--- src/hdl/cbfc_pkg.sv ---
`default_nettype none
// ----------------------------------------------------------------------------
// cbfc_pkg
// Shared constants, codes and types for the crop, bias and flat correction core.
// ----------------------------------------------------------------------------
package cbfc_pkg;

  localparam int unsigned InWidth    = 520;
  localparam int unsigned InHeight   = 70;
  localparam int unsigned OutWidth   = 64;
  localparam int unsigned OutHeight  = 64;
  localparam int unsigned ColumnStep = 8;

  localparam int unsigned OpW     = 2;
  localparam int unsigned RawW    = 16;
  localparam int unsigned StoreAw = 12;
  localparam int unsigned TValW   = 20;
  localparam int unsigned BiasW   = 20;
  localparam int unsigned FlatW   = 16;
  localparam int unsigned OutW    = 24;
  localparam int unsigned OffW    = 3;

  localparam int unsigned QueueDepth = 4;

  localparam logic [OffW-1:0]  RowOffsetReset = 3'd4;
  localparam logic [FlatW-1:0] FlatUnity      = 16'd4096;
  localparam logic [FlatW-1:0] FlatMax        = 16'hFFFF;

  localparam int unsigned RoundShift = 12;
  localparam int          RoundHalf  = 2048;
  localparam int          OutMax     = 8388607;
  localparam int          OutMin     = -8388608;

  typedef enum logic [OpW-1:0] {
    OpPixel = 2'd0,
    OpBias  = 2'd1,
    OpFlat  = 2'd2
  } op_e;

  typedef enum logic [1:0] {
    KindPixel = 2'd0,
    KindBias  = 2'd1,
    KindFlat  = 2'd2
  } kind_e;

  typedef struct packed {
    kind_e              kind;
    logic [StoreAw-1:0] addr;
    logic [TValW-1:0]   data;
    logic               last;
  } task_t;

  typedef struct packed {
    logic  valid;
    task_t item;
  } queue_req_t;

endpackage
`default_nettype wire

--- src/hdl/cbfc_queue.sv ---
`default_nettype none
// ----------------------------------------------------------------------------
// cbfc_queue
// Short task queue between the front end and the back end.
// ----------------------------------------------------------------------------
module cbfc_queue (
  input  wire logic                 clk_i,
  input  wire logic                 rst_ni,
  input  wire cbfc_pkg::queue_req_t push_i,
  output logic                      full_o,
  input  wire logic                 pop_i,
  output logic                      valid_o,
  output cbfc_pkg::task_t           item_o
);
  import cbfc_pkg::*;

  localparam int unsigned QAw = $clog2(QueueDepth);

  task_t          slot_q [QueueDepth];
  logic [QAw:0]   wr_q, wr_d, rd_q, rd_d;

  assign valid_o = (wr_q != rd_q);
  assign full_o  = (wr_q[QAw] != rd_q[QAw]) && (wr_q[QAw-1:0] == rd_q[QAw-1:0]);
  assign item_o  = slot_q[rd_q[QAw-1:0]];

  assign wr_d = wr_q + (QAw + 1)'(1);
  assign rd_d = rd_q + (QAw + 1)'(1);

  always_ff @(posedge clk_i or negedge rst_ni) begin
    if (!rst_ni) begin
      wr_q <= '0;
      rd_q <= '0;
    end else begin
      if (push_i.valid) wr_q <= wr_d;
      if (pop_i)        rd_q <= rd_d;
    end
  end

  always_ff @(posedge clk_i) begin
    if (push_i.valid) begin
      slot_q[wr_q[QAw-1:0]] <= push_i.item;
    end
  end
endmodule
`default_nettype wire

--- config.mk ---
export PLATFORM = sky130hd
export DESIGN_NAME = cbfc_queue
export DESIGN_NICKNAME = d
export VERILOG_FILES = /design/src/hdl/cbfc_pkg.sv /design/src/hdl/cbfc_queue.sv
export SDC_FILE = /design/constraint.sdc
export NUM_CORES = 1
export LEC_CHECK = 0
export BUFFER_PORTS_ARGS = -buffer_cell sky130_fd_sc_hd__buf_2
export CAP_MARGIN = 10
export CORE_UTILIZATION = 39
export DETAILED_ROUTE_END_ITERATION = 6
export PLACE_DENSITY_LB_ADDON = 0.25
export SLEW_MARGIN = 40
export SYNTH_ARGS = -nofsm -noshare
export SYNTH_HDL_FRONTEND = slang
export SYNTH_SLANG_ARGS = --single-unit
--- constraint.sdc ---
create_clock -name clk_i -period 2.7 [get_ports clk_i]
set_clock_uncertainty 0.05 [all_clocks]
set_input_delay 0.135 -clock clk_i [delete_from_list [all_inputs] [get_ports clk_i]]
set_output_delay 0.135 -clock clk_i [all_outputs]
set_load 0.01 [all_outputs]
# Word level (Yosys, flattened, before mapping)
# Memory sizes are Yosys's and may differ from the RTL's.
# Index checks and enable logic that the tools add are counted.
[totals] in_bits=39 mem_bits_rw=140 latchBits=0 out_inout_bits=37 mem_bits_ro=0 elab_cells=11 n_memories=1 ff_bits=6
[classes] eq_ne=3 mul=0 muxes=2 n_bitwise=0 n_lt_le_gt_ge=0 shift=0 div=0 n_addsub=2 reduce_logical=1
[mem_list] memory="slot_q" words=4 word_bits=35 read_ports=1 rd_ports_with_merged_regs=0 wr=1 line="cbfc_queue.sv:19" source="task_t slot_q [QueueDepth];"
[ops] cell="3-bit by 1-bit adder with 3-bit output, second input constant" count=2
[ops] cell="3-bit != test" count=1
[ops] cell="2-bit equality test" count=1
[ops] cell="1-bit two-way mux" count=2
[ops] cell="1-bit logical AND" count=1
[ops] cell="1-bit != test" count=1

# Logic depth before layout (Yosys ltp)
# Gate-level depths: netlist (run 1).
[logic_depth] word_depth=2 ltp_mapped=4 ltp_nobuf=4

# Least setup slack after synthesis (run 1)
# OpenSTA, ideal clock, no wires.
[synth_path] kind="register -> register" from="register wr_q[0]" to="memory slot_q[2][0] (netlist bit), enable pin" t_required_ns=2.255 period_less_slack_ns=1.949 n_path_buf=0 arrival_time_ns=1.503 path_stages_with_launch=4 slack_ns=0.751 setup_time_ns=0.395 cell_sequence="dfrtp_1 > inv_1 > ha_1 > and2_1"
[synth_lines] element="start: declaration" line="cbfc_queue.sv:20" source="logic [QAw:0] wr_q, wr_d, rd_q, rd_d;"
[synth_lines] element="start signal: assignment" line="cbfc_queue.sv:34" source="if (push_i.valid) wr_q <= wr_d;"
[synth_lines] element="end: declaration" line="cbfc_queue.sv:19"
# Straight into the memory's write port.

==> metrics list, run 1 <==
- Top routing layer used: met4
* Syn Area/Cell: 25.6 µm²
* Path type of the worst min-delay path: input pin to async pin
* Hold Slack: 0.0337 ns
- Buffers & Inverters on Critical Path: 2
- CTS saw 146 sinks.
- Ports: 76
- ANT cells: 0
- In the final layout, the share of cells above drive strength 1 is about two fifths.
* Total power divided by cell area: ~1000 nW/µm²
* Number of gates resized after cts: 0
* Standard-cell row count: 42
- Compared with the post-synthesis result, the final layout area differs by 27.6%.
- Global-route wire length before repair: between 10000 and 15000 µm
- Of the post-synthesis cell area, the dominant cell type holds 77.1%.
- After floorplanning, the core was sized to cover roughly 13000 µm².
- Routed vias: 2580
- The flow ran to the end, and the final reports show no timing, DRC or antenna violations.
- The cell sitting at the root of the clock tree is a sky130_fd_sc_hd__clkbuf_16.
- Type of element launching the critical path: flip-flop
- Summed over all failing endpoints, the final setup total negative slack is 0 ns.
- Number of nets in the finished design: 387
- Clock latency of the later-clocked register in the worst-skew pair: 0.41 ns
* CTS H-tree depth: 4
* PortBufs: 75
- Number of design-rule violations left by the first detailed-router iteration: approximately 160
- Final Routed Wirelength: between 9000 and 10000 µm
* Worst-path fanout max: 12
* Post-detailed-route DRC marker count: 0
- The clock period could shrink to just over 2 ns.
- Main area contributors after synthesis: sky130_fd_sc_hd__edfxtp_1 77%, sky130_fd_sc_hd__mux4_2 12%, sky130_fd_sc_hd__mux4_1 3.4%, sky130_fd_sc_hd__dfrtp_1 2.8%, sky130_fd_sc_hd__ha_1 1.1%
- Slew Limit Headroom: around 62%
- Max VDD drop: about 0.47 mV
- Total number of yosys warnings: 0
- Crit Path Class: flip-flop to output pin
* Die area: 14500 µm²
* Clock transition at the register clock pins on the worst setup and hold paths after CTS: ~0.05 ns
- Routed metal-1 wire length: 4080 µm
* GP Congestion: just under 0.7
- Setup repair after global routing left no endpoint under its margin.
* Overall track demand over capacity in global routing: between 10% and 20%
- The detail route stage leaves a number of antenna-violating nets equal to 0.
* Post-synth top area cell: sky130_fd_sc_hd__edfxtp_1
- Clock tree from TritonCTS: done
- At the end of the flow the core is filled with cells to about half.
- The number of clock buffers added by TritonCTS is 17.
- The pre-antenna-repair detailed-routing pass consisted of 4 iterations.
- Max-cap viol count: 0
* Vias in the first global route: 2779
* Die height: 120 µm
- Routed length per placed instance: approximately 18 µm
- At the worst endpoint, the required time is between 2 and 3 ns.
- Number of storage elements in the synthesis netlist: about 150
- Max incr delay on CP: about 0.57 ns
- Top delay family on crit path: multiplexers
- Final max-slew violation count: 0
* Data arrival time of the worst path: roughly 1.9 ns
- Summed over all layers, the global routing overflow is 0.
* Floorplan die width: 120 µm
* Number of unique standard cell types used by synthesis: 17
- Dpl hpwl: 5580 µm
- Largest net degree at the start of global routing: 39
- STA classifies the critical path endpoint as an output pin.
- Setup violations remaining at the end of the flow were counted as 0.
- Number of buffers inserted to repair setup after CTS: 0
* Sequential fraction of the synthesis area: 79.8%
* Tcrit/Tclk final: between 70% and 80%
- Post-synthesis instance area: between 5000 and 6000 µm²
- Ordered cell list for the critical path: buf_4 > mux4_2 > buf_2
- Achievable frequency: ~480 MHz
- Antenna violations before repair: 0
* Leakage: ~2.5 nW
- After detailed routing, the met2 layer carries ~4800 µm of wire.
* Vias per Instance: approximately 4.8
* Slowest stage cell on the critical path: sky130_fd_sc_hd__mux4_2
* Transition time of the tightest slew-check pin: between 0.5 and 0.6 ns
- Met3 wire length: about 470 µm
- No sink is reached through more buffers than the 2 on the longest clock path.
* Gate Count Post-Synth: 213
- When the netlist entered floorplanning its net count stood at 257.
* Number of hold violations in the final report: 0
* Flop-to-flop setup slack: between 1 and 1.5 ns
- Starting density of the core: about two fifths
path summary, 6_finish.rpt:
kind | start | end | cells past startpoint
max | rd_q[0]$_DFFE_PN0P_ | item_o[10] | 3
min | rst_ni | rd_q[1]$_DFFE_PN0P_ | 2
max reg2reg | wr_q[1]$_DFFE_PN0P_ | slot_q[0][28]$_DFFE_PP_ | 4
min reg2reg | wr_q[2]$_DFFE_PN0P_ | wr_q[2]$_DFFE_PN0P_ | 1
max in group asynchronous | rst_ni | rd_q[1]$_DFFE_PN0P_ | 2
min in group clk_i | push_i[25] | slot_q[3][25]$_DFFE_PP_ | 2
final cells by class:
class	instances	area, µm²
clock buffers	30	494
clock inverters	2	10.0
fillers	1130	6490
inverters	2	7.51
multi-input cells	57	1010
flip-flops and latches	146	4360
well taps	176	220
repair buffers	119	863
cell families after synthesis:
family | share of synthesized area [%]
buffers and inverters | 1.81
DFF | 79.8
adders and majority gates | 1.15
AOI/OAI and AO/OA | 0.0917
xor gates and xnor gates | 1.12
and+or+nand+nor | 0.849
muxes | 15.1
cells in the mapped netlist (all sizes together):
cell and number:
o21ai 1, xor2 3, inv 2, mux2 1, buf 8, and2 4, mux4 35, nand3 1
and3b 1, dfrtp 6, xnor2 4, ha 5, edfxtp 140, nand2 2
what timing repair did:
action | CTS | global route
hold endpoints to repair | 151 | 0
endpoints found under the setup margin | 0 | 0
hold buffers | 38 | 0
worst reg2reg max path: stages (launching register included):
cell                      delay, ns
sky130_fd_sc_hd__dfrtp_1       0.43
sky130_fd_sc_hd__inv_1         0.11
sky130_fd_sc_hd__ha_1          0.14
sky130_fd_sc_hd__and2_2        0.39
sky130_fd_sc_hd__buf_12        0.26
through the flow:
stage | area, µm² | power (mW) | std cells | setup slack (ns)
floorplan | 5450 | 4.54 | 213 | 0.751
global placement | 6070 | 5.26 | 462 | 0.857
detailed placement | 6080 | 5.28 | 462 | 0.958
CTS | 6960 | 7.34 | 532 | 0.563
global route | 6960 | 7.57 | 532 | 0.530
finish | 6960 | 7.20 | 532 | 0.634
cell usage in the layout (no fill, tap or decap), drive strengths merged:
| master | n |
|---|---|
| clkinv | 2 |
| nand3 | 1 |
| nand2 | 2 |
| o21ai | 1 |
| ha | 5 |
| inv | 2 |
| mux2 | 1 |
| mux4 | 35 |
| edfxtp | 140 |
| and2 | 4 |
| clkbuf | 30 |
| dlygate4sd3 | 38 |
| buf | 81 |
| xor2 | 3 |
| dfrtp | 6 |
| xnor2 | 4 |
| and3b | 1 |
per-layer routing:
layer | vias to the layer above | global-route usage (%)
met4 | 0 | 6.87
met1 | 1314 | 18.1
met2 | 83 | 23.0
li1 | 1168 | -
met3 | 15 | 4.53
met5 | - | 0
state kept, by name, indices dropped and copies added, names as in the netlist:
register  count
wr_q          3
slot_q      140
rd_q          3
where the power goes:
part / leakage (nW) / internal [mW] / switching (mW)
Sequential: 1.35 / 2.97 / 0.248
Combinational: 0.856 / 1.02 / 0.965
Clock: 0.245 / 1.22 / 0.777
Power figures use the tool's default switching activity.
==> inputs of run 2 (changes only) <==
clock period = 2 ns   (was 2.7 ns; I/O delays follow)
==> metrics list, run 2 (same netlist as run 1, synthesis figures left out) <==
* DRT Pass-1 Iters: 4 (unchanged)
- The row count was 42 (unchanged).
- Leaving out fill and tap cells, the most frequent cell in the layout is sky130_fd_sc_hd__edfxtp_1.
- The data arrival time of the critical path is 1.79 ns (-0.09 ns).
- Hold wc startpoint: push_i[30]
- Crit Path Class: flip-flop to output pin
* Achievable frequency: roughly 510 MHz
- Ratio of cells with drive above 1 in the final layout: 42.7% (+4.2 points)
- Number of nets in the finished design: 399 (+3.1%)
* Largest net degree at the start of global routing: 22 (-44%)
- The total global routing overflow is 0 (unchanged).
- The worst relative slew slack was 77.0% (+15 points).
* Clock period minus final worst setup slack: 1.94 ns
- FF-to-FF End: slot_q[0][17]$_DFFE_PP_
- The overall fraction of global-route tracks in use is 14.7% (+0.17 points).
* Leakage: 2.57 nW (+4.6%)
* PortBufs: 75 (unchanged)
- Grt peak-use layer: met2
- Routed vias: 2624 (+1.7%)
- Maximum buffer depth of the clock tree: 2 (unchanged)
* Power after layout: 10.5 mW (+45%)
- The power per standard cell area was 1460 nW/µm² (+41%).
- Clock transition at the register clock pins on the worst setup and hold paths after CTS: 0.06 ns (about the same)
- Transition time of the tightest slew-check pin: 0.345 ns (-0.220 ns)
* Tcrit/Tclk final: 97.2%
* Area added between synthesis and finish: 31.6%
* Number of hold violations in the final report: 0 (unchanged)
- GRT met3 Usage: 4.25% (-0.28 points)
* Setup Viol. Count Final: 0 (unchanged)
- Counting instances, the worst hold path has a depth of 2.
* Clock latency of the later-clocked register in the worst-skew pair: 0.41 ns (about the same)
* Vias in the first global route: 2837 (+2.1%)
- The max-cap check violation count came to 0 (unchanged).
* Type of element launching the critical path: flip-flop
* Hold path endpoint: slot_q[2][30]$_DFFE_PP_
* Die height: 120 µm (unchanged)
- Floorplan die width: 120 µm (unchanged)
- Number of design-rule violations left by the first detailed-router iteration: 179 (+10%)
- Post-detailed-route DRC marker count: 0 (unchanged)
* Util after Layout: 53.4% (+1.6 points)
- The first-pass GRT wire length is 15200 µm (+2.6%).
- Post-route ant nets: 0 (unchanged)
- CTS H-tree depth: 4 (unchanged)
* Clock tree from TritonCTS: done
* Max VDD drop: 0.710 mV (+51%)
- The startpoint identified for the worst register-to-register timing path is wr_q[0]$_DFFE_PN0P_.
- Number of flip-flops under the largest register name: 140 (unchanged)
- The core footprint came to 13500 µm² (unchanged).
* ANT cells: 0 (unchanged)
- The starting density of the core is 40.5% (unchanged).
- Ports: 76 (unchanged)
- The number of buffers inserted during clock tree synthesis was 17 (unchanged).
- The endpoint required time on the critical path was 1.85 ns (-0.67 ns).
* Worst-path fanout max: 5 (-7)
* Path type of the worst min-delay path: input pin to flip-flop
* Pre-CTS setup slack: 0.469 ns (-0.490 ns)
* GP Congestion: 0.652 (-6.3%)
- The sum of negative setup slack was 0 ns (unchanged).
- CTS placed an instance of sky130_fd_sc_hd__clkbuf_16 at the clock tree root.
- The flop-to-flop setup slack was 0.48 ns (-0.53 ns).
* Final Routed Wirelength: 9780 µm (+2.2%)
* Final max-slew violation count: 0 (unchanged)
- Critical Path End Type: output pin
- The die area was 14500 µm² (unchanged).
* Met1 routing resource usage after global routing: 19.4% (+1.3 points)
- The routed length per instance is 18.0 µm (about the same).
- Clock sink total: 146 (unchanged)
- The detailed-route vias per instance came to 4.82 (-0.54%).
* Final worst slack: 0.0551 ns (-0.579 ns)
- Status: finished, final reports clean
- The fraction of met2 tracks used by global routing came to 22.2% (-0.79 points).
- Most frequent cells in the layout: 140 x sky130_fd_sc_hd__edfxtp_1, 75 x sky130_fd_sc_hd__buf_2, 39 x sky130_fd_sc_hd__dlygate4sd3_1, 28 x sky130_fd_sc_hd__mux4_2, 20 x sky130_fd_sc_hd__clkbuf_16
* Antenna violations before repair: 0 (unchanged)
* Dpl hpwl: 5780 µm (+3.6%)
* Worst r2r path cells: 4 (unchanged)
* Number of gates resized after cts: 0 (unchanged)
-- run 2: worst max-delay path by stage --
stage | startpoint | end
3_3_place_gp | rd_q[0]$_DFFE_PN0P_ | item_o[3]
4_1_cts | rd_q[0]$_DFFE_PN0P_ | item_o[0]
5_1_grt | rd_q[0]$_DFFE_PN0P_ | item_o[4]
6_report | rd_q[0]$_DFFE_PN0P_ | item_o[0]
3_5_place_dp | wr_q[1]$_DFFE_PN0P_ | slot_q[1][34]$_DFFE_PP_
2_1_floorplan | wr_q[0]$_DFFE_PN0P_ | slot_q[2][0]$_DFFE_PP_
-- run 2: per-layer routing --
| metal | up-vias | share of wire, % |
|---|---|---|
| met3 | 19 | 4.0 |
| met2 | 65 | 47 |
| li1 | 1194 | - |
| met4 | 0 | 1.7 |
| met1 | 1346 | 47 |
| met5 | - | 0 |
-- run 2: critical path, stage by stage, from the launching register on --
cell	delay, ns
sky130_fd_sc_hd__dfrtp_2	0.38
sky130_fd_sc_hd__buf_12	0.12
sky130_fd_sc_hd__buf_12	0.12
sky130_fd_sc_hd__mux4_1	0.59
sky130_fd_sc_hd__buf_2	0.17
-- run 2: through the flow --
| stage | cell area [µm²] | std cells | hold WS [ns] |
|---|---|---|---|
| 2_1_floorplan | 5450 | 213 | -0.246 |
| 3_3_place_gp | 6090 | 468 | -0.118 |
| 3_5_place_dp | 6090 | 468 | -0.113 |
| 4_1_cts | 7080 | 539 | 0.362 |
| 5_1_grt | 7180 | 544 | 0.374 |
| 6_report | 7180 | 544 | 0.374 |
-- run 2: power breakdown --
group	internal (mW)	total, mW	switching, mW
Combinational	1.61	3.13	1.52
Sequential	4.01	4.20	0.192
Clock	1.95	3.13	1.18
Total	7.57	10.5	2.89
-- run 2: layout make-up --
type	instances	area, µm²
repair buffers	131	996
clock buffers	18	429
well taps	176	220
clock inverters	14	164
flip-flops and latches	146	4360
inverters	2	7.51
multi-input cells	57	1010
fillers	1127	6270
-- run 2: repair_timing --
item,in CTS,in global routing
endpoints found under the hold margin,151,0
hold buffers,39,0
buffers inserted,0,2
setup endpoints to repair,0,3
