`config.mk`:
```
export PLATFORM = sky130hd
export DESIGN_NAME = cbfc_front_flat
export DESIGN_NICKNAME = d
export VERILOG_FILES = /design/src/hdl/cbfc_pkg.sv /design/src/hdl/cbfc_in_if.sv /design/src/hdl/cbfc_front.sv /design/src/flat_wrapper.sv
export SDC_FILE = /design/constraint.sdc
export NUM_CORES = 1
export LEC_CHECK = 0
export ABC_AREA = 0
export BUFFER_PORTS_ARGS = -buffer_cell sky130_fd_sc_hd__buf_2
export CORE_AREA = 2 2 89 91
export DETAILED_ROUTE_END_ITERATION = 10
export DIE_AREA = 0 0 91 93
export REMOVE_ABC_BUFFERS = 1
export SYNTH_ARGS = -nofsm -noshare
export SYNTH_HDL_FRONTEND = slang
export SYNTH_SLANG_ARGS = --single-unit
```
`constraint.sdc`:
```
create_clock -name clk_i -period 4.4 [get_ports clk_i]
set_input_delay 0.66 -clock clk_i [delete_from_list [all_inputs] [get_ports clk_i]]
set_output_delay 0.66 -clock clk_i [all_outputs]
set_load 0.05 [all_outputs]
```
`src/hdl/cbfc_pkg.sv`:
```
`default_nettype none
// ----------------------------------------------------------------------------
// cbfc_pkg
// Shared constants, codes and types for the crop, bias and flat correction core.
// ----------------------------------------------------------------------------
package cbfc_pkg;

  localparam int unsigned InWidth    = 520;
  localparam int unsigned InHeight   = 70;
  localparam int unsigned OutWidth   = 64;
  localparam int unsigned OutHeight  = 64;
  localparam int unsigned ColumnStep = 8;

  localparam int unsigned OpW     = 2;
  localparam int unsigned RawW    = 16;
  localparam int unsigned StoreAw = 12;
  localparam int unsigned TValW   = 20;
  localparam int unsigned BiasW   = 20;
  localparam int unsigned FlatW   = 16;
  localparam int unsigned OutW    = 24;
  localparam int unsigned OffW    = 3;

  localparam int unsigned QueueDepth = 4;

  localparam logic [OffW-1:0]  RowOffsetReset = 3'd4;
  localparam logic [FlatW-1:0] FlatUnity      = 16'd4096;
  localparam logic [FlatW-1:0] FlatMax        = 16'hFFFF;

  localparam int unsigned RoundShift = 12;
  localparam int          RoundHalf  = 2048;
  localparam int          OutMax     = 8388607;
  localparam int          OutMin     = -8388608;

  typedef enum logic [OpW-1:0] {
    OpPixel = 2'd0,
    OpBias  = 2'd1,
    OpFlat  = 2'd2
  } op_e;

  typedef enum logic [1:0] {
    KindPixel = 2'd0,
    KindBias  = 2'd1,
    KindFlat  = 2'd2
  } kind_e;

  typedef struct packed {
    kind_e              kind;
    logic [StoreAw-1:0] addr;
    logic [TValW-1:0]   data;
    logic               last;
  } task_t;

  typedef struct packed {
    logic  valid;
    task_t item;
  } queue_req_t;

endpackage
`default_nettype wire

```
`src/hdl/cbfc_in_if.sv`:
```
`default_nettype none
// ----------------------------------------------------------------------------
// cbfc_in_if
// Input channel: raw pixels and store load beats with valid/ready.
// ----------------------------------------------------------------------------
interface cbfc_in_if;
  import cbfc_pkg::*;

  logic               valid;
  logic               ready;
  logic [OpW-1:0]     op;
  logic [RawW-1:0]    raw_pixel;
  logic               frame_start;
  logic [StoreAw-1:0] table_index;
  logic [TValW-1:0]   table_value;

  modport source (
    output valid, op, raw_pixel, frame_start, table_index, table_value,
    input  ready
  );

  modport sink (
    input  valid, op, raw_pixel, frame_start, table_index, table_value,
    output ready
  );
endinterface
`default_nettype wire

```
`src/hdl/cbfc_front.sv`:
```
`default_nettype none
// ----------------------------------------------------------------------------
// cbfc_front
// Accepts input beats, tracks the sensor position and turns kept pixels and
// store loads into tasks for the back end.
// ----------------------------------------------------------------------------
module cbfc_front #(
  parameter int unsigned IN_WIDTH    = cbfc_pkg::InWidth,
  parameter int unsigned IN_HEIGHT   = cbfc_pkg::InHeight,
  parameter int unsigned OUT_WIDTH   = cbfc_pkg::OutWidth,
  parameter int unsigned OUT_HEIGHT  = cbfc_pkg::OutHeight,
  parameter int unsigned COLUMN_STEP = cbfc_pkg::ColumnStep
) (
  input  wire logic                      clk_i,
  input  wire logic                      rst_ni,
  cbfc_in_if.sink                        in_i,
  input  wire logic [cbfc_pkg::OffW-1:0] row_offset_i,
  input  wire logic                      enable_i,
  input  wire logic                      queue_full_i,
  output cbfc_pkg::queue_req_t           push_o
);
  import cbfc_pkg::*;

  localparam int unsigned ColW = $clog2(IN_WIDTH);
  localparam int unsigned RowW = $clog2(IN_HEIGHT);
  localparam int unsigned PhW  = (COLUMN_STEP > 1) ? $clog2(COLUMN_STEP) : 1;

  logic [ColW-1:0] col_q, col_d, cur_col;
  logic [RowW-1:0] row_q, row_d, cur_row;
  logic [PhW-1:0]  phase_q, phase_d, cur_phase;
  logic [ColW-1:0] quo_q, quo_d, cur_quo;
  logic [RowW-1:0] rdiff;
  logic            accept, keep;
  logic            pix_beat;

  assign in_i.ready = enable_i && !queue_full_i;
  assign accept     = in_i.valid && in_i.ready;
  assign pix_beat   = accept && (in_i.op == OpPixel);

  // position of this sample, frame start forces the origin
  always_comb begin
    cur_col   = in_i.frame_start ? '0 : col_q;
    cur_row   = in_i.frame_start ? '0 : row_q;
    cur_phase = in_i.frame_start ? '0 : phase_q;
    cur_quo   = in_i.frame_start ? '0 : quo_q;
  end

  always_comb begin
    if (cur_col == ColW'(IN_WIDTH - 1)) begin
      col_d   = '0;
      phase_d = '0;
      quo_d   = '0;
      row_d   = (cur_row == RowW'(IN_HEIGHT - 1)) ? '0 : cur_row + RowW'(1);
    end else begin
      col_d = cur_col + ColW'(1);
      row_d = cur_row;
      if (cur_phase == PhW'(COLUMN_STEP - 1)) begin
        phase_d = '0;
        quo_d   = cur_quo + ColW'(1);
      end else begin
        phase_d = cur_phase + PhW'(1);
        quo_d   = cur_quo;
      end
    end
  end

  always_ff @(posedge clk_i or negedge rst_ni) begin
    if (!rst_ni) begin
      col_q   <= '0;
      row_q   <= '0;
      phase_q <= '0;
      quo_q   <= '0;
    end else if (pix_beat) begin
      col_q   <= col_d;
      row_q   <= row_d;
      phase_q <= phase_d;
      quo_q   <= quo_d;
    end
  end

  assign rdiff = cur_row - RowW'(row_offset_i);
  assign keep  = (cur_row >= RowW'(row_offset_i))
              && ({1'b0, rdiff} < (RowW + 1)'(OUT_HEIGHT))
              && (cur_phase == '0)
              && (cur_quo != '0)
              && ({1'b0, cur_quo} <= (ColW + 1)'(OUT_WIDTH));

  always_comb begin
    push_o.valid     = 1'b0;
    push_o.item.kind = KindPixel;
    push_o.item.addr = in_i.table_index;
    push_o.item.data = in_i.table_value;
    push_o.item.last = 1'b0;
    unique case (op_e'(in_i.op))
      OpPixel: begin
        push_o.valid     = accept && keep;
        push_o.item.addr = StoreAw'(rdiff) * StoreAw'(OUT_WIDTH)
                         + StoreAw'(OUT_WIDTH) - StoreAw'(cur_quo);
        push_o.item.data = TValW'(in_i.raw_pixel);
        push_o.item.last = ({1'b0, rdiff} == (RowW + 1)'(OUT_HEIGHT - 1))
                        && ({1'b0, cur_quo} == (ColW + 1)'(OUT_WIDTH));
      end
      OpBias: begin
        push_o.valid     = accept;
        push_o.item.kind = KindBias;
      end
      OpFlat: begin
        push_o.valid     = accept;
        push_o.item.kind = KindFlat;
        // clip gain to the store width
        push_o.item.data = (in_i.table_value > TValW'(FlatMax)) ?
                           TValW'(FlatMax) : in_i.table_value;
      end
      default: push_o.valid = 1'b0;
    endcase
  end
endmodule
`default_nettype wire

```
`src/flat_wrapper.sv`:
```
// flat-port wrapper written by rule: the top's interface ports become plain ports
module cbfc_front_flat import cbfc_pkg::*;
#(
  parameter int unsigned IN_WIDTH    = cbfc_pkg::InWidth,
  parameter int unsigned IN_HEIGHT   = cbfc_pkg::InHeight,
  parameter int unsigned OUT_WIDTH   = cbfc_pkg::OutWidth,
  parameter int unsigned OUT_HEIGHT  = cbfc_pkg::OutHeight,
  parameter int unsigned COLUMN_STEP = cbfc_pkg::ColumnStep
)
  (clk_i, rst_ni, row_offset_i, enable_i, queue_full_i, push_o, in_i_valid, in_i_op, in_i_raw_pixel, in_i_frame_start, in_i_table_index, in_i_table_value, in_i_ready);
  cbfc_in_if in_i_i ();
  input  wire logic clk_i;
  input  wire logic rst_ni;
  input  wire logic [cbfc_pkg::OffW-1:0] row_offset_i;
  input  wire logic enable_i;
  input  wire logic queue_full_i;
  output cbfc_pkg::queue_req_t push_o;
  input wire logic [$bits(in_i_i.valid)-1:0] in_i_valid;
  input wire logic [$bits(in_i_i.op)-1:0] in_i_op;
  input wire logic [$bits(in_i_i.raw_pixel)-1:0] in_i_raw_pixel;
  input wire logic [$bits(in_i_i.frame_start)-1:0] in_i_frame_start;
  input wire logic [$bits(in_i_i.table_index)-1:0] in_i_table_index;
  input wire logic [$bits(in_i_i.table_value)-1:0] in_i_table_value;
  output wire logic [$bits(in_i_i.ready)-1:0] in_i_ready;
  assign in_i_i.valid = in_i_valid;
  assign in_i_i.op = in_i_op;
  assign in_i_i.raw_pixel = in_i_raw_pixel;
  assign in_i_i.frame_start = in_i_frame_start;
  assign in_i_i.table_index = in_i_table_index;
  assign in_i_i.table_value = in_i_table_value;
  assign in_i_ready = in_i_i.ready;
  cbfc_front #(.IN_WIDTH(IN_WIDTH), .IN_HEIGHT(IN_HEIGHT), .OUT_WIDTH(OUT_WIDTH), .OUT_HEIGHT(OUT_HEIGHT), .COLUMN_STEP(COLUMN_STEP)) u_core (.clk_i(clk_i), .rst_ni(rst_ni), .in_i(in_i_i), .row_offset_i(row_offset_i), .enable_i(enable_i), .queue_full_i(queue_full_i), .push_o(push_o));
endmodule
```
Word-level counts from Yosys, hierarchy flattened
Cells that the tools add are included.
- register bits: 30
- output and inout bits: 37
- input bits: 59
- mux-type cells: 17
- add/subtract/negate cells: 7
- magnitude comparators: 4
- equality and inequality tests: 7
- reductions and logical operators: 14
- operators by type and width (operator ; number):
    $mux 10 ; 5
    $pmux 20 s2 ; 1
    $mux 7 ; 3
    $add 10x1->10 const B ; 2
    $gt 20x16->1 const B ; 1
    $mux 20 ; 1
    $add 12x7->12 const B ; 1
    $mux 12 ; 1
    $sub 12x10->12 ; 1
    $eq 10x10->1 const B ; 1
    $eq 10x7->1 const B ; 1
    $le 10x7->1 const B ; 1
    $reduce_bool 10->1 ; 1
    $logic_and 1x1->1 ; 9
    $mux 3 ; 3
    $add 7x1->7 const B ; 1
    $eq 7x6->1 const B ; 1
    $eq 7x7->1 const B ; 1
    $ge 7x3->1 ; 1
    $lt 7x7->1 const B ; 1
    $sub 7x3->7 ; 1
    $pmux 2 s2 ; 1
    $add 3x1->3 const B ; 1
    $eq 3x3->1 const B ; 1
    other kinds (8) ; 8

Logic depth before layout (Yosys ltp)
- depth after elaboration: 9
- depth in mapped cells: 15
- depth with buffers taken out: 14

Least setup slack after synthesis
Ideal clock, no wire load.
- path kind: input to output
- start: in in_i_frame_start
- end: out push_o[0] (netlist bit)
- path slack: -0.544 ns
- arrival time: 4.284 ns
- stages on the path: 14
- required time: 3.740 ns
- cells stage by stage: clkinv_1 -> clkbuf_1 -> nand2_1 -> ha_1 -> fa_1 -> nor2b_1 -> nor3_1 -> o21a_1 -> inv_1 -> ha_1 -> nand2_1 -> nor3_1 -> nand4_1 -> nor4b_1
- RTL lines (element ; line ; text):
    from (decl) ; flat_wrapper.sv:21 ; input wire logic [$bits(in_i_i.frame_start)-1:0] in_i_frame_start;
    to (decl) ; flat_wrapper.sv:17 ; output cbfc_pkg::queue_req_t push_o;

==> impl_metrics.prom <==
# TYPE chip_impl_metric gauge
chip_impl_info{name="reg2reg_to",value="u_core.col_q[6]"} 1
chip_impl_metric{name="synth-compound-area-share",unit="%"} 26.14
chip_impl_metric{name="place_congestion",unit=""} 0.7832
chip_impl_metric{name="cts_setup_buffers",unit=""} 0
chip_impl_info{name="rsz0062_at_grt",value="no"} 1
chip_impl_info{name="run_status",value="completed"} 1
chip_impl_metric{name="cts.path.max_buffers",unit=""} 2
chip_impl_metric{name="drive_above_1_share",unit="%"} 30.37
chip_impl_metric{name="totalNegativeSetupSlack",unit="ns"} 0
chip_impl_metric{name="worst_slew_pin_slew",unit="ns"} 1.040
chip_impl_metric{name="layout.nets",unit=""} 522
chip_impl_metric{name="switchingPower",unit="mW"} 0.3565
chip_impl_info{name="min_path_type",value="in2async"} 1
chip_impl_info{name="endpoint_kind",value="output pin"} 1
chip_impl_metric{name="fin_crit",unit="ns"} 4.203
chip_impl_info{name="timing.critical_path.from_type",value="primary input"} 1
chip_impl_metric{name="initial_cell_density_of_the_core",unit="%"} 38.85
chip_impl_metric{name="antenna_violations_before_repair",unit=""} 0
chip_impl_metric{name="max_freq",unit="MHz"} 237.9
chip_impl_info{name="yosys.cell_count.top_type",value="nand2_1"} 1
chip_impl_metric{name="synth_xor_area_share",unit="%"} 4.193
chip_impl_metric{name="boundaryPins",unit=""} 96
chip_impl_metric{name="drt-total-wl",unit="mm"} 8.272
chip_impl_metric{name="hold_viol",unit=""} 0
chip_impl_info{name="synth-main-ff-cell",value="dfrtp_1"} 1
chip_impl_metric{name="timing.final.crit_share",unit="%"} 95.52
chip_impl_info{name="synth_top_family_by_area",value="compound AO/OA/AOI/OAI gates"} 1
chip_impl_metric{name="synthSimpleGateAreaFrac",unit="%"} 22.04
chip_impl_metric{name="die_area",unit="um2"} 8463
chip_impl_metric{name="setup.reg_to_reg.worst_slack",unit="ns"} 2.04
chip_impl_metric{name="netlist-cell-type-count",unit=""} 54
chip_impl_metric{name="grt_start_max_net_pins",unit=""} 31
chip_impl_metric{name="seqPwrFrac",unit="%"} 34.2
chip_impl_metric{name="cellLeakagePower",unit="nW"} 1.657
chip_impl_info{name="timing_worst_setup_path_type",value="in2out"} 1
chip_impl_metric{name="clk_transition_reported_paths",unit="ns"} 0.07
chip_impl_metric{name="seq_area_frac_synth",unit="%"} 25.67
chip_impl_info{name="cts_tree",value="built"} 1
chip_impl_metric{name="postCtsHoldBufs",unit=""} 0
chip_impl_metric{name="via_count_of_the_first_global_routing_pass",unit=""} 2729
chip_impl_metric{name="cts-htree-levels",unit=""} 2
chip_impl_metric{name="power_density",unit="nW/um2"} 246.6
chip_impl_metric{name="worst-r2r-cell-count",unit=""} 6
chip_impl_metric{name="first_pass_iters",unit=""} 4
chip_impl_metric{name="placedInstanceArea",unit="um2"} 3501
chip_impl_metric{name="final_report_max_slew_violation_count",unit=""} 0
chip_impl_metric{name="detailed_place_hpwl",unit="mm"} 6.161
chip_impl_metric{name="drtIter0Drc",unit=""} 150
chip_impl_metric{name="placeableCoreArea",unit="um2"} 7527
chip_impl_metric{name="clock_skews",unit="ns"} 0.01101
chip_impl_metric{name="post_synth_design_cell_area",unit="um2"} 2924
chip_impl_metric{name="globalRouteTotalUtil",unit="%"} 19.10
chip_impl_metric{name="post_synth_mux_area_share",unit="%"} 5.605
chip_impl_metric{name="cts_repair_resize_count",unit=""} 0
chip_impl_metric{name="area_growth_syn_to_layout",unit="%"} 22.89
chip_impl_metric{name="antenna_left",unit=""} 0
chip_impl_info{name="cell_chosen_for_the_clock_root",value="clkbuf_8"} 1
chip_impl_metric{name="insertedDiodeCount",unit=""} 0
chip_impl_metric{name="grt_first_pass_wirelength",unit="mm"} 13.32
chip_impl_metric{name="dr_vias",unit=""} 2969
chip_impl_metric{name="worst_ep_required_time",unit="ns"} 3.74
chip_impl_metric{name="postLayoutCellArea",unit="um2"} 3593
chip_impl_metric{name="tritoncts_num_sinks",unit=""} 30
chip_impl_metric{name="synth-edff-count",unit=""} 0
chip_impl_metric{name="yosysTopAreaCellShare",unit="%"} 25.67
chip_impl_info{name="worstReg2RegStart",value="u_core.col_q[3]"} 1
chip_impl_metric{name="syn-mean-instance-area",unit="um2"} 8.331
chip_impl_metric{name="clock_power_share",unit="%"} 24.4
chip_impl_metric{name="grt_remaining_overflow",unit=""} 0
chip_impl_metric{name="ys_ff_latch",unit=""} 30
chip_impl_metric{name="die_height",unit="um"} 93
chip_impl_metric{name="synth_async_sr_flop_share",unit="%"} 100.0
chip_impl_metric{name="avgViaCountPerCell",unit=""} 5.498
chip_impl_metric{name="synth-adder-area-share",unit="%"} 10.95
chip_impl_metric{name="drcViolationCount",unit=""} 0
chip_impl_info{name="synth.area.top_cells",value="dfrtp_1 26%, ha_1 10%, a221o_1 5.8%"} 1
chip_impl_metric{name="synth-warning-count",unit=""} 0
chip_impl_metric{name="worstPathMaxFanout",unit=""} 5
chip_impl_metric{name="timing.slew.headroom",unit="%"} 30.41
chip_impl_metric{name="placement_rows",unit=""} 32
chip_impl_metric{name="clock_latency",unit="ns"} 0.29
chip_impl_metric{name="routed_len_inst",unit="um"} 15.32
chip_impl_metric{name="buffer_ports.inserted",unit=""} 95
chip_impl_metric{name="switching_share",unit="%"} 40.23
chip_impl_metric{name="max-cap-violations",unit=""} 0
chip_impl_info{name="synth_common_cells",value="35 x nand2_1, 30 x dfrtp_1, 29 x o21ai_0"} 1
chip_impl_metric{name="die_w",unit="um"} 91
chip_impl_metric{name="critPathArrivalTime",unit="ns"} 3.54
chip_impl_metric{name="combPwrFrac",unit="%"} 41.4
chip_impl_info{name="synth_top_area_cell",value="dfrtp_1"} 1
chip_impl_metric{name="p_int",unit="mW"} 0.5296
chip_impl_metric{name="timing.final.setup_violations",unit=""} 0
chip_impl_metric{name="ir_worst_vdd",unit="V"} 0.0001552
chip_impl_metric{name="tritoncts.num_buffers",unit=""} 5
chip_impl_metric{name="syn-instance-count",unit=""} 351
==> power groups by stage <==
stage | registers (mW) | clock network, mW | logic [mW]
floorplan | 0.305 | 0 | 0.261
detailed placement | 0.307 | 0 | 0.362
global route | 0.305 | 0.230 | 0.399
global placement | 0.307 | 0 | 0.358
finish | 0.303 | 0.216 | 0.367
CTS | 0.302 | 0.222 | 0.363
==> sequential cells by signal, indices dropped and copies added, names as in the netlist <==
name,count
u_core.col_q,10
u_core.quo_q,10
u_core.row_q,7
u_core.phase_q,3
==> cells in the final DEF (no fill, tap or decap), types with 8 or more instances in the layout <==
master   synthesis  final
a221o_1         17     17
inv_1           18     18
mux2_2          11     11
buf_2            0     95
nor3_1          10     10
nor2b_1         12     12
nor2_1          18     18
dfrtp_1         30     30
nand3_1         11     11
buf_4            0      8
a22o_1          10     10
ha_1            24     24
xor2_1           8      8
nand2_1         35     35
o21ai_0         29     28
a21oi_1         12     12
==> worst max-delay path by stage <==
stage | startpoint | end | cells after the start
finish | in_i_frame_start | push_o[31] | 14
global route | in_i_frame_start | push_o[31] | 15
CTS | in_i_frame_start | push_o[31] | 14
detailed placement | in_i_frame_start | push_o[31] | 14
global placement | in_i_frame_start | push_o[31] | 14
floorplan | in_i_frame_start | push_o[0] | 13
==> area by class of cell <==
type / instances / area [um2]
fillers: 755 / 3934
multi-input cells: 279 / 2029
flip-flops and latches: 30 / 750.7
repair buffers: 103 / 535.5
well taps: 102 / 127.6
inverters: 19 / 71.32
clock buffers: 5 / 68.82
clock inverters: 2 / 10.01
==> stage by stage <==
stage	total power, mW	utilization (%)	setup WS, ns	cells	hold WS [ns]
3_5_place_dp	0.6688	46.51	0.1432	533	0.4914
3_3_place_gp	0.6657	46.51	0.1807	533	0.4850
4_1_cts	0.8877	47.56	0.1321	540	0.4365
6_report	0.8861	47.74	0.1973	540	0.4092
2_1_floorplan	0.5662	-	-0.5017	328	0.3644
5_1_grt	0.9343	47.74	0.02720	540	0.4702
==> logic make-up after synthesis <==
group | after synthesis
xor+xnor | 14
simple gates | 122
compound gates | 103
mux | 15
flops | 30
buf+inv | 42
fa+ha+maj | 25
==> worst max-delay path, stage by stage <==
cell,delay (ns)
buf_2,0.14
clkinv_1,0.07
nand2_1,0.07
ha_1,0.21
fa_1,0.43
xnor2_2,0.17
ha_1,0.30
ha_1,0.34
a21o_1,0.18
and2_1,0.16
a311oi_2,0.25
xnor2_1,0.09
mux2_2,0.26
buf_2,0.21
==> routing by layer <==
| metal | track usage (%) | routed length (um) | vias up |
|---|---|---|---|
| li1 | - | - | 1481 |
| met1 | 25.43 | 3695 | 1385 |
| met2 | 31.79 | 3933 | 90 |
| met3 | 2.579 | 475 | 13 |
| met4 | 6.944 | 166 | 0 |
| met5 | 0 | 0 | - |
Power figures use the tool's default switching activity.
